$ cat config.mk
export PLATFORM = sky130hd
export DESIGN_NAME = rack_stacker_sequencer_core
export DESIGN_NICKNAME = d
export VERILOG_FILES = /design/src/rtl/rss_pkg.sv /design/src/rtl/rss_ctrl.sv /design/src/rtl/rss_datapath.sv /design/src/rtl/rack_stacker_sequencer_core.sv
export SDC_FILE = /design/constraint.sdc
export NUM_CORES = 2
export LEC_CHECK = 0
export ABC_CLOCK_PERIOD_IN_PS = 8100
export BUFFER_PORTS_ARGS = -buffer_cell sky130_fd_sc_hd__buf_2
export CORE_MARGIN = 2
export CORE_UTILIZATION = 57
export CTS_CLUSTER_DIAMETER = 50
export DETAILED_ROUTE_END_ITERATION = 7
export GPL_ROUTABILITY_DRIVEN = 0
export PLACE_DENSITY = 0.76
export REMOVE_ABC_BUFFERS = 1
export SLEW_MARGIN = 5
export SYNTH_ARGS = -nofsm -noshare
export SYNTH_HDL_FRONTEND = slang
export SYNTH_SLANG_ARGS = --single-unit
$ cat constraint.sdc
create_clock -name clk -period 8.1 [get_ports clk]
set_input_delay 1.62 -clock clk [delete_from_list [all_inputs] [get_ports clk]]
set_output_delay 1.62 -clock clk [all_outputs]
set_load 0.05 [all_outputs]
$ cat src/rtl/rss_pkg.sv
// Package for the rack stacker sequencer: sizes, codes, reset values and
// the structs shared by the controller, the datapath and the top level.
// No dependencies.
package rss_pkg;

  localparam int RACKS           = 3;
  localparam int RACK_W          = 2;
  localparam int SCALE_FRAC_BITS = 14;

  localparam int TIME_W  = 20;
  localparam int SLOT_W  = 16;
  localparam int SCALE_W = 15;
  localparam int COUNT_W = 4;
  localparam int SETTLE_W = 16;
  localparam int FWAIT_W = 12;
  localparam int PROD_W  = TIME_W + SCALE_W;

  localparam int CFG_IDX_W  = 3;
  localparam int CFG_DATA_W = 16;

  localparam logic [TIME_W-1:0]   TIME_MAX   = {TIME_W{1'b1}};
  localparam logic [SETTLE_W-1:0] SETTLE_MAX = {SETTLE_W{1'b1}};
  localparam logic [FWAIT_W-1:0]  FWAIT_MAX  = {FWAIT_W{1'b1}};
  localparam logic [COUNT_W-1:0]  COUNT_MAX  = {COUNT_W{1'b1}};
  localparam logic [FWAIT_W-1:0]  FULL_WAIT_MS = FWAIT_W'(3000);

  // Configuration register indexes
  localparam logic [CFG_IDX_W-1:0] REG_SLOT0   = 3'd0;
  localparam logic [CFG_IDX_W-1:0] REG_SLOT2   = 3'd2;
  localparam logic [CFG_IDX_W-1:0] REG_SCALE0  = 3'd3;
  localparam logic [CFG_IDX_W-1:0] REG_SCALE2  = 3'd5;
  localparam logic [CFG_IDX_W-1:0] REG_FULL    = 3'd6;
  localparam logic [CFG_IDX_W-1:0] REG_SETTLE  = 3'd7;

  localparam logic [SLOT_W-1:0]  SLOT_RST  [3] = '{16'd3500, 16'd2900, 16'd1000};
  localparam logic [SCALE_W-1:0] SCALE_RST [3] = '{15'd16382, 15'd16384, 15'd16220};
  localparam logic [COUNT_W-1:0]  FULL_RST   = 4'd5;
  localparam logic [SETTLE_W-1:0] SETTLE_RST = 16'd1000;

  // Input action codes
  localparam logic ACT_TICK = 1'b0;
  localparam logic ACT_BOX  = 1'b1;

  // Motor drive codes
  localparam logic [1:0] MOTOR_STOP = 2'd0;
  localparam logic [1:0] MOTOR_FWD  = 2'd1;
  localparam logic [1:0] MOTOR_BACK = 2'd2;

  typedef enum logic [1:0] {
    PH_WAIT = 2'd0,
    PH_MOVE = 2'd1,
    PH_DONE = 2'd2,
    PH_HOME = 2'd3
  } phase_t;

  typedef enum logic [1:0] {
    ST_IDLE,
    ST_MUL,
    ST_STEP
  } ctrl_state_t;

  typedef struct packed {
    logic                 set_pend;
    logic [RACK_W-1:0]    pend_rack;
    logic                 mul;
    logic                 step;
    logic [RACK_W-1:0]    rack;
  } dp_cmd_t;

  typedef struct packed {
    logic out_free;
  } dp_status_t;

  typedef struct packed {
    logic                  wr;
    logic [CFG_IDX_W-1:0]  index;
    logic [CFG_DATA_W-1:0] data;
  } cfg_wr_t;

  typedef struct packed {
    logic [RACK_W-1:0]  rack_index;
    logic [1:0]         motor;
    logic [1:0]         phase;
    logic [COUNT_W-1:0] box_count;
    logic               box_counted;
    logic               last;
  } result_t;

endpackage

$ cat src/rtl/rss_ctrl.sv
// Controller for the rack stacker sequencer: accepts items and walks the
// racks through multiply and step cycles on each tick.
// Depends on rss_pkg.
module rss_ctrl (
  input  logic                        clk,
  input  logic                        rst,
  input  logic                        in_valid,
  output logic                        in_ready,
  input  logic                        in_action,
  input  logic [rss_pkg::RACK_W-1:0]  in_rack,
  input  rss_pkg::dp_status_t         status,
  output rss_pkg::dp_cmd_t            cmd
);
  import rss_pkg::*;

  ctrl_state_t       state, state_next;
  logic [RACK_W-1:0] rack, rack_next;

  always_ff @(posedge clk) begin
    if (rst) begin
      state <= ST_IDLE;
      rack  <= '0;
    end else begin
      state <= state_next;
      rack  <= rack_next;
    end
  end

  always_comb begin
    state_next    = state;
    rack_next     = rack;
    in_ready      = 1'b0;
    cmd.set_pend  = 1'b0;
    cmd.pend_rack = in_rack;
    cmd.mul       = 1'b0;
    cmd.step      = 1'b0;
    cmd.rack      = rack;
    case (state)
      ST_IDLE: begin
        in_ready = 1'b1;
        if (in_valid) begin
          if (in_action == ACT_BOX) begin
            cmd.set_pend = ({1'b0, in_rack} < (RACK_W+1)'(RACKS));
          end else begin
            rack_next  = '0;
            state_next = ST_MUL;
          end
        end
      end
      ST_MUL: begin
        cmd.mul    = 1'b1;
        state_next = ST_STEP;
      end
      ST_STEP: begin
        // hold until the output register can take the result
        if (status.out_free) begin
          cmd.step = 1'b1;
          if (rack == RACK_W'(RACKS - 1)) begin
            state_next = ST_IDLE;
          end else begin
            rack_next  = rack + 1'b1;
            state_next = ST_MUL;
          end
        end
      end
      default: state_next = ST_IDLE;
    endcase
  end

endmodule

$ cat src/rtl/rss_datapath.sv
// Datapath for the rack stacker sequencer: per-rack state, configuration
// registers, return-length multiplier, rack step logic and result register.
// Depends on rss_pkg.
module rss_datapath (
  input  logic                 clk,
  input  logic                 rst,
  input  rss_pkg::cfg_wr_t     cfg,
  input  rss_pkg::dp_cmd_t     cmd,
  output rss_pkg::dp_status_t  status,
  output rss_pkg::result_t     res,
  output logic                 res_valid,
  input  logic                 res_ready
);
  import rss_pkg::*;

  // configuration
  logic [SLOT_W-1:0]   slot_time    [RACKS];
  logic [SCALE_W-1:0]  return_scale [RACKS];
  logic [COUNT_W-1:0]  full_count;
  logic [SETTLE_W-1:0] settle_ms;

  // per-rack state
  phase_t              rack_phase        [RACKS];
  logic [COUNT_W-1:0]  count_store       [RACKS];
  logic                pending_box       [RACKS];
  logic                moving_flag       [RACKS];
  logic                move_dir          [RACKS];
  logic [TIME_W-1:0]   move_elapsed      [RACKS];
  logic [TIME_W-1:0]   move_length       [RACKS];
  logic                settling_flag     [RACKS];
  logic [SETTLE_W-1:0] settle_elapsed    [RACKS];
  logic                full_wait_flag    [RACKS];
  logic [FWAIT_W-1:0]  full_wait_elapsed [RACKS];
  logic [TIME_W-1:0]   moved_total       [RACKS];

  logic [PROD_W-1:0]   prod;

  // next values of the rack being stepped
  phase_t              ph_next;
  logic [COUNT_W-1:0]  cnt_next;
  logic                mv_next, dir_next, st_next, fw_next, counted;
  logic [TIME_W-1:0]   me_next, ml_next, mt_next;
  logic [SETTLE_W-1:0] se_next;
  logic [FWAIT_W-1:0]  fe_next;

  logic [RACK_W-1:0]    r;
  logic [CFG_IDX_W-1:0] scale_idx;

  assign r               = cmd.rack;
  assign scale_idx       = cfg.index - REG_SCALE0;
  assign status.out_free = !res_valid || res_ready;

  always_comb begin
    logic               box, done, start, back;
    logic [TIME_W-1:0]  len;
    logic [PROD_W-1:0]  shifted;
    logic [TIME_W:0]    sum;
    ph_next  = rack_phase[r];
    cnt_next = count_store[r];
    mv_next  = moving_flag[r];
    dir_next = move_dir[r];
    me_next  = move_elapsed[r];
    ml_next  = move_length[r];
    st_next  = settling_flag[r];
    se_next  = settle_elapsed[r];
    fw_next  = full_wait_flag[r];
    fe_next  = full_wait_elapsed[r];
    mt_next  = moved_total[r];
    box      = pending_box[r];
    done     = 1'b0;
    counted  = 1'b0;
    start    = 1'b0;
    back     = 1'b0;
    len      = TIME_W'(slot_time[r]);
    shifted  = prod >> SCALE_FRAC_BITS;
    sum      = '0;

    if (mv_next) begin
      if (me_next != TIME_MAX) me_next = me_next + 1'b1;
      if (me_next >= ml_next) begin
        mv_next = 1'b0;
        done    = 1'b1;
      end
    end
    if (done) box = 1'b0;

    case (ph_next)
      PH_WAIT: begin
        if (st_next) begin
          if (se_next != SETTLE_MAX) se_next = se_next + 1'b1;
        end else if (box) begin
          if (cnt_next != COUNT_MAX) cnt_next = cnt_next + 1'b1;
          counted = 1'b1;
          st_next = 1'b1;
          se_next = '0;
        end
        if (st_next && se_next >= settle_ms) begin
          st_next = 1'b0;
          if (cnt_next >= full_count) begin
            ph_next = PH_DONE;
          end else begin
            ph_next = PH_MOVE;
            start   = 1'b1;
          end
        end
      end
      PH_MOVE: begin
        if (done) ph_next = PH_WAIT;
      end
      PH_DONE: begin
        if (!fw_next) begin
          fw_next = 1'b1;
          fe_next = '0;
        end else if (fe_next != FWAIT_MAX) begin
          fe_next = fe_next + 1'b1;
        end
        if (fe_next > FULL_WAIT_MS) begin
          fw_next = 1'b0;
          ph_next = PH_HOME;
          start   = 1'b1;
          back    = 1'b1;
          // saturate the scaled return length
          len = (shifted > PROD_W'(TIME_MAX)) ? TIME_MAX : shifted[TIME_W-1:0];
        end
      end
      default: begin
        if (done) begin
          cnt_next = '0;
          mt_next  = '0;
          ph_next  = PH_WAIT;
        end
      end
    endcase

    // a zero-length move starts no motion
    if (start && len != '0) begin
      me_next  = '0;
      ml_next  = len;
      mv_next  = 1'b1;
      dir_next = back;
      if (!back) begin
        sum     = {1'b0, mt_next} + {1'b0, len};
        mt_next = sum[TIME_W] ? TIME_MAX : sum[TIME_W-1:0];
      end
    end
  end

  // return length product, registered ahead of the step cycle
  always_ff @(posedge clk) begin
    if (cmd.mul) begin
      prod <= PROD_W'(moved_total[r]) * PROD_W'(return_scale[r]);
    end
  end

  always_ff @(posedge clk) begin
    if (rst) begin
      for (int i = 0; i < RACKS; i++) begin
        slot_time[i]         <= SLOT_RST[i];
        return_scale[i]      <= SCALE_RST[i];
        rack_phase[i]        <= PH_WAIT;
        count_store[i]       <= '0;
        pending_box[i]       <= 1'b0;
        moving_flag[i]       <= 1'b0;
        move_dir[i]          <= 1'b0;
        move_elapsed[i]      <= '0;
        move_length[i]       <= '0;
        settling_flag[i]     <= 1'b0;
        settle_elapsed[i]    <= '0;
        full_wait_flag[i]    <= 1'b0;
        full_wait_elapsed[i] <= '0;
        moved_total[i]       <= '0;
      end
      full_count <= FULL_RST;
      settle_ms  <= SETTLE_RST;
      res_valid  <= 1'b0;
    end else begin
      if (cfg.wr) begin
        if (cfg.index <= REG_SLOT2) begin
          if ({1'b0, cfg.index[RACK_W-1:0]} < (RACK_W+1)'(RACKS))
            slot_time[cfg.index[RACK_W-1:0]] <= cfg.data;
        end else if (cfg.index <= REG_SCALE2) begin
          if ({1'b0, scale_idx[RACK_W-1:0]} < (RACK_W+1)'(RACKS))
            return_scale[scale_idx[RACK_W-1:0]] <= cfg.data[SCALE_W-1:0];
        end else if (cfg.index == REG_FULL) begin
          full_count <= cfg.data[COUNT_W-1:0];
        end else if (cfg.index == REG_SETTLE) begin
          settle_ms <= cfg.data;
        end
      end

      if (cmd.set_pend) pending_box[cmd.pend_rack] <= 1'b1;

      if (cmd.step) begin
        pending_box[r]       <= 1'b0;
        rack_phase[r]        <= ph_next;
        count_store[r]       <= cnt_next;
        moving_flag[r]       <= mv_next;
        move_dir[r]          <= dir_next;
        move_elapsed[r]      <= me_next;
        move_length[r]       <= ml_next;
        settling_flag[r]     <= st_next;
        settle_elapsed[r]    <= se_next;
        full_wait_flag[r]    <= fw_next;
        full_wait_elapsed[r] <= fe_next;
        moved_total[r]       <= mt_next;
        res_valid            <= 1'b1;
      end else if (res_ready) begin
        res_valid <= 1'b0;
      end
    end
  end

  always_ff @(posedge clk) begin
    if (cmd.step) begin
      res.rack_index  <= r;
      res.motor       <= mv_next ? (dir_next ? MOTOR_BACK : MOTOR_FWD) : MOTOR_STOP;
      res.phase       <= ph_next;
      res.box_count   <= cnt_next;
      res.box_counted <= counted;
      res.last        <= (r == RACK_W'(RACKS - 1));
    end
  end

endmodule

$ cat src/rtl/rack_stacker_sequencer_core.sv
// Rack stacker sequencer: tick-driven per-rack box counting and motion control.
// Box arrival: taken while idle, marks the rack's box pending, no result. Tick:
// each rack in turn takes a multiply and a step state and yields one result; the
// multiplier and step unit are shared, so input waits until the last rack steps.
// A stalled result stretches the step cycle until the output register frees.
// Reset (rst, synchronous): racks wait for a box, counters clear, registers default.
module rack_stacker_sequencer_core (
  input  logic        clk,
  input  logic        rst,
  // input items
  input  logic        s_axis_tvalid,
  output logic        s_axis_tready,
  input  logic [7:0]  s_axis_tdata,   // [1:0] rack, [7:2] zero
  input  logic        s_axis_tuser,   // [0] action
  // result items
  output logic        m_axis_tvalid,
  input  logic        m_axis_tready,
  output logic [15:0] m_axis_tdata,   // [1:0] rack_index, [3:2] motor, [5:4] phase,
                                      // [9:6] box_count, [10] box_counted, [15:11] zero
  output logic        m_axis_tlast,   // last
  // configuration writes
  input  logic        cfg_valid,
  output logic        cfg_ready,
  input  logic [2:0]  cfg_index,
  input  logic [15:0] cfg_data
);
  import rss_pkg::*;

  dp_cmd_t    cmd;
  dp_status_t status;
  cfg_wr_t    cfg;
  result_t    res;

  // configuration is always taken; write only while no tick is in flight
  assign cfg_ready = 1'b1;
  assign cfg.wr    = cfg_valid;
  assign cfg.index = cfg_index;
  assign cfg.data  = cfg_data;

  rss_ctrl u_ctrl (
    .clk       (clk),
    .rst       (rst),
    .in_valid  (s_axis_tvalid),
    .in_ready  (s_axis_tready),
    .in_action (s_axis_tuser),
    .in_rack   (s_axis_tdata[RACK_W-1:0]),
    .status    (status),
    .cmd       (cmd)
  );

  rss_datapath u_dp (
    .clk       (clk),
    .rst       (rst),
    .cfg       (cfg),
    .cmd       (cmd),
    .status    (status),
    .res       (res),
    .res_valid (m_axis_tvalid),
    .res_ready (m_axis_tready)
  );

  // pack the result fields, lowest field first
  assign m_axis_tdata = {5'b0, res.box_counted, res.box_count, res.phase,
                         res.motor, res.rack_index};
  assign m_axis_tlast = res.last;

endmodule

# Yosys cells after proc, flatten, opt, wreduce, memory -nomap -nowiden
# Memory sizes are Yosys's and may differ from the RTL's. A register that Yosys moved wholly into a read port is not among the register bits.
# Index checks and enable logic that the tools add are counted.
# totals
register_bits	72
output_inout_bits	20
mem_bits_rw	390
memories	14
inputBits	33
word_cells	258
# op_classes
n_eq_ne	15
n_addsub	7
mul	1
n_lt_le_gt_ge	10
bitwise_logic	4
n_mux	164
reduce_logical	31
# mem_list
memory	depth	width	read_ports	rd_clocked_by_memory_dff	wr	line	text
u_dp.move_elapsed	3	20	1	1	3	rss_datapath.sv:28	logic [TIME_W-1:0] move_elapsed [RACKS];
u_dp.move_length	3	20	1	1	3	rss_datapath.sv:29	logic [TIME_W-1:0] move_length [RACKS];
u_dp.moved_total	3	20	1	1	3	rss_datapath.sv:34	logic [TIME_W-1:0] moved_total [RACKS];
u_dp.settle_elapsed	3	16	1	1	3	rss_datapath.sv:31	logic [SETTLE_W-1:0] settle_elapsed [RACKS];
u_dp.slot_time	3	16	1	1	3	rss_datapath.sv:17	logic [SLOT_W-1:0] slot_time [RACKS];
u_dp.return_scale	3	15	1	1	3	rss_datapath.sv:18	logic [SCALE_W-1:0] return_scale [RACKS];
+8 memories	--	--	--	--	--	--	
# op_table
op	count
$mux W20	16
$mux W16	7
$mux W2	56
$mux W1	68
$mux W12	5
$reduce_or A20 Y1	3
$mul A20 B15 Y35	1
$reduce_or A16 Y1	2
$mux W4	6
$add A20 B20 Y21	1
$gt A21 B20 Y1 const B	1
$add A20 B1 Y20 const B	1
$ge A20 B20 Y1	1
$ne A20 B20 Y1 const B	1
$reduce_bool A20 Y1	1
$add A16 B1 Y16 const B	1
$ge A16 B16 Y1	1
$ne A16 B16 Y1 const B	1
$mux W15	1
$reduce_or A15 Y1	1
$add A12 B1 Y12 const B	1
$gt A12 B12 Y1 const B	1
$ne A12 B12 Y1 const B	1
$reduce_or A12 Y1	1
29 further kinds	53

# Depth between registers and ports, before layout
# depth
word_depth	17
mapped_depth	40
depth_no_buf	30

# By module
# Synthesis repeated with hierarchy kept, for this count alone.
# hier_totals
hier_cells	3351
area_unflattened_um2	38146.6
# modules_own_cells
module	seq_area_each_um2	cells_each	n_inst	area_per_inst_um2
rss_datapath	16986.3	3317	1	37856.3
rss_ctrl	80.1	26	1	237.7
rack_stacker_sequencer_core	0.0	8	1	52.6

# Worst setup path before layout
# Ideal clock, no wire load.
# synth_path
path_type	register to register
start	register (tool-made name)
end	register u_dp.prod[28] (data pin)
path_stages_with_launch	33
required_time_ps	7841
arrival_time_ps	8198
n_path_buf	10
setup_time_ps	259
setup_slack_ps	-357
synth_period_minus_slack_ps	8457
cell_sequence	dfxtp_1 -> buf_2 -> buf_2 -> buf_4 -> buf_4 -> buf_4 -> buf_2 -> buf_2 -> buf_2 -> buf_2 -> mux2_2 -> o21ai_0 -> clkbuf_1 -> nor2_1 -> fa_1 -> fa_1 -> inv_1 -> fa_1 -> inv_1 -> fa_1 -> fa_1 -> fa_1 -> ha_1 -> a21oi_1 -> a22oi_1 -> o31ai_1 -> a211oi_1 -> o21ba_2 -> a31o_2 -> a21oi_1 -> o21bai_1 -> a21o_1 -> xor2_1
# synth_lines
item	line	text
end signal: assignment	rss_datapath.sv:151	prod <= PROD_W'(moved_total[r]) * PROD_W'(return_scale[r]);
end: declaration	rss_datapath.sv:36	logic [PROD_W-1:0] prod;

==> qor.csv <==
stage,metric,value,unit
synthesis,Post-Synthesis Cell Area,0.0381,sq mm
final_layout,fraction of final layout cells with drive strength greater than 1,12.5,%
clocking,clock sink count,580,
synthesis,"Distinct cells, synth",85,
clocking,# hold bufs at CTS,0,
synthesis,gate count of the mapped netlist,3387,
timing,Final Max Tran Viols,0,
routing,DR vias,26100,
clocking,maximum root-to-sink buffer count,3,
timing,actual transition at the worst max-transition pin,1.24,ns
timing,part of the cycle the worst path needs,96.1,%
floorplan,effective utilization at floorplan,57.7,%
synthesis,asr flop ratio synth,0,%
global_routing,final global-route overflow total,0,
flow_run,total of max-cap violations,0,
routing,final wirelength,92.4,mm
worst_setup_path,kind of end point of the critical path,flop,
synthesis,Post-Syn Area per Cell,11.2,sq um
final_layout,final non-filler cell area,0.0414,sq mm
timing,Max-slew headroom,17.6,%
timing,# setup viols final,0,
clocking,CTS buffer count,57,
power,power density normalized to cell area,235,mW/mm^2
worst_setup_path,delay of the slowest cell on the worst path,0.60,ns
final_layout,final net count,3856,
placement,half-perimeter wire length of the detailed placement result,63.6,mm
timing,final hold vios,0,
global_routing,number of antenna violations at the first check in global routing,0,
global_routing,vias in the first global route,26600,
worst_setup_path,Worst Setup Path Type,reg2reg,
global_routing,total global routing track utilization,26.9,%
final_layout,most common library cell in the layout ignoring fill and taps,edfxtp_1,
synthesis,warnings from Yosys,0,
timing,worst hold-check slack,0.456,ns
routing,total DRC errors in the routed layout,0,
clocking,clock root buffer,clkbuf_16,
floorplan,Die Span Y,263,um
floorplan,Ports,53,
placement,number of I/O port buffers,40,
floorplan,horizontal die dimension,263,um
timing,Worst Skew,0.0295,ns
synthesis,total of flip-flops plus latches after synthesis,580,
final_layout,number of inserted diodes,0,
worst_setup_path,largest fanout of any net on the critical path,17,
synthesis,part of the Yosys area used for sequential elements,45.0,%
final_layout,final standard cell count with taps included and fillers excluded,4336,
worst_setup_path,sort of element at the start of the critical path,flop,
final_layout,"commonest non-fill, non-tap cells in the layout","edfxtp_1 (553), nor2_1 (502), inv_1 (356)",
worst_setup_path,worst path buffer plus inverter count,4,
floorplan,full die area,0.0689,sq mm
floorplan,Site Rows,94,
routing,drt first pass iters,7,
worst_setup_path,required time of the critical path,8.42,ns
timing,maximum clock rate,128,MHz
final_layout,area growth from synthesis to layout,8.56,%
power,worst IR drop on VDD,0.208,mV
clocking,clock-pin slew on the worst setup and hold paths,0.07,ns
final_layout,Layout fillers,5017,
synthesis,commonest register cell after synthesis,edfxtp_1,
worst_setup_path,critical path arrival,8.10,ns
worst_setup_path,Most Frequent Cell on Critical Path,a21o_1,
routing,vias per inst,6.02,
power,standby leakage power,16.6,nW
run_status,run status,"complete, no violations",
worst_setup_path,cell type of the slowest stage on the worst timing path,mux4_2,
min_path,Hold Path Class,reg2reg,
synthesis,count of flip-flops with a built-in enable after synthesis,553,
routing,first-iteration detailed-routing DRC count,2587,
clocking,clock latency on the worst-skew pair,0.63,ns
floorplan,core region area,0.0660,sq mm
placement,"number of placed instances, taps included",4224,
routing,antenna-violating nets left,0,
global_routing,global-route wire length before repair,146,mm
clocking,H-tree level count,2,
placement,post-place instance area,0.0394,sq mm
worst_setup_path,family with the most delay on the worst path,compound AO/OA/AOI/OAI gates,
routing,Routed WL per cell,21.3,um
timing,"Min Clock Period, post-route",7.78,ns
clocking,clock tree from TritonCTS,done,
global_routing,maximum number of pins on one net before global-route repair,93,
[path summary, 6_finish.rpt]
path	startpoint	to	slack, ns	cells past startpoint
hold reg to reg	u_dp.settle_ms[1]$_SDFFE_PP0P_	u_dp.settle_ms[1]$_SDFFE_PP0P_	0.46	2
setup / recovery	flop	u_dp.move_length[0][16]$_SDFFCE_PN0P_	0.32	31
hold / removal	u_dp.settle_ms[1]$_SDFFE_PP0P_	u_dp.settle_ms[1]$_SDFFE_PP0P_	0.46	2
setup reg to reg	flop	u_dp.move_length[0][16]$_SDFFCE_PN0P_	0.32	31
[routing by layer]
layer,track usage [%],wire length (um)
met2,46.0,45600
met4,8.62,2950
met1,35.2,36400
met3,4.49,7510
met5,0,0
[logic make-up (layout without fill, tap and decap cells)]
kind of cell    Yosys count  count (layout)  synth area share, %
simple gates           1204            1204                 14.3
other cells               2              37               0.0197
compound gates          396             396                 6.73
mux                     192             192                 8.72
flops                   580             580                 45.0
xor+xnor                 74              74                 1.70
buf+inv                 539             589                 5.83
fa+ha+maj               400             400                 17.7
[stage by stage]
stage                     setup slack (ns)  utilization, %  power (mW)  TNS [ns]
after global placement               0.150            59.6        7.00         0
after floorplan                      -5.11               -        6.11  -1535.99
after detailed placement           -0.0657            59.6        6.99    -0.404
after CTS                            0.110            62.5        9.72         0
final                                0.317            62.7        9.70         0
after global routing               -0.0458            62.7        10.3    -0.222
[state kept, by name, summed over array words and instances, names as in the netlist, 8 cells and up, named ones only]
name and flops:
u_dp.full_wait_elapsed 48, u_dp.res 12, u_dp.slot_time 64, u_dp.settle_ms 16
u_dp.return_scale 60, u_dp.prod 21, u_dp.rack_phase 8, u_dp.settle_elapsed 64
u_dp.move_length 80, u_dp.count_store 16, u_dp.move_elapsed 80, u_dp.moved_total 80
[power by group]
part	switching (mW)	total, mW	internal, mW
Clock	1.18	2.65	1.47
Sequential	0.0687	3.64	3.58
Combinational	2.02	3.41	1.39
[final cells by class]
class	count	area [sq um]	area share, %
Clock inverter	35	312	0.753
Multi-Input combinational cell	2303	19000	46.0
Timing Repair Buffer	125	888	2.15
Clock buffer	73	1560	3.77
Inverter	356	1340	3.23
Tap cell	864	1080	2.61
Sequential cell	580	17200	41.5
[cell usage after synthesis, types with 15 or more instances]
cell type / number / share of area, %
xor2_1: 31 / 0.71
edfxtp_1: 553 / 44
nand3_1: 52 / 0.68
o21a_1: 20 / 0.39
buf_4: 15 / 0.30
nand2_1: 328 / 3.2
nand4_1: 15 / 0.25
a21o_1: 34 / 0.67
nand2b_1: 53 / 0.87
nor3_1: 42 / 0.55
and2_1: 79 / 1.3
a211oi_1: 28 / 0.55
and3_1: 19 / 0.31
o22ai_1: 17 / 0.28
mux4_2: 109 / 6.4
buf_2: 39 / 0.51
dfxtp_1: 27 / 1.4
or3_1: 23 / 0.38
o21ai_0: 85 / 1.1
a21oi_1: 82 / 1.1
fa_1: 232 / 12
mux2i_1: 54 / 1.4
clkbuf_1: 113 / 1.1
ha_1: 168 / 5.5
nor2b_1: 24 / 0.39
mux2_2: 29 / 0.86
xnor2_1: 43 / 0.99
a31oi_1: 30 / 0.49
a31o_2: 20 / 0.46
nor2_1: 503 / 5.0
inv_1: 356 / 3.5
[timing repair]
action,in CTS,in global routing
pin swaps,0,2
endpoints found under the setup margin,57,198
gates cloned,0,0
setup buffers,0,4
gates resized for setup,4,20
[worst register-to-register path, delay by kind of cell, from the launching register on]
family	cells	cell delay (ns)
xor+xnor	2	0.50
simple gates	11	2.09
fa+ha+maj	2	0.55
flops	1	0.44
mux	2	0.98
buf+inv	4	0.70
compound gates	10	2.22
(Power assumes the default switching activity.)
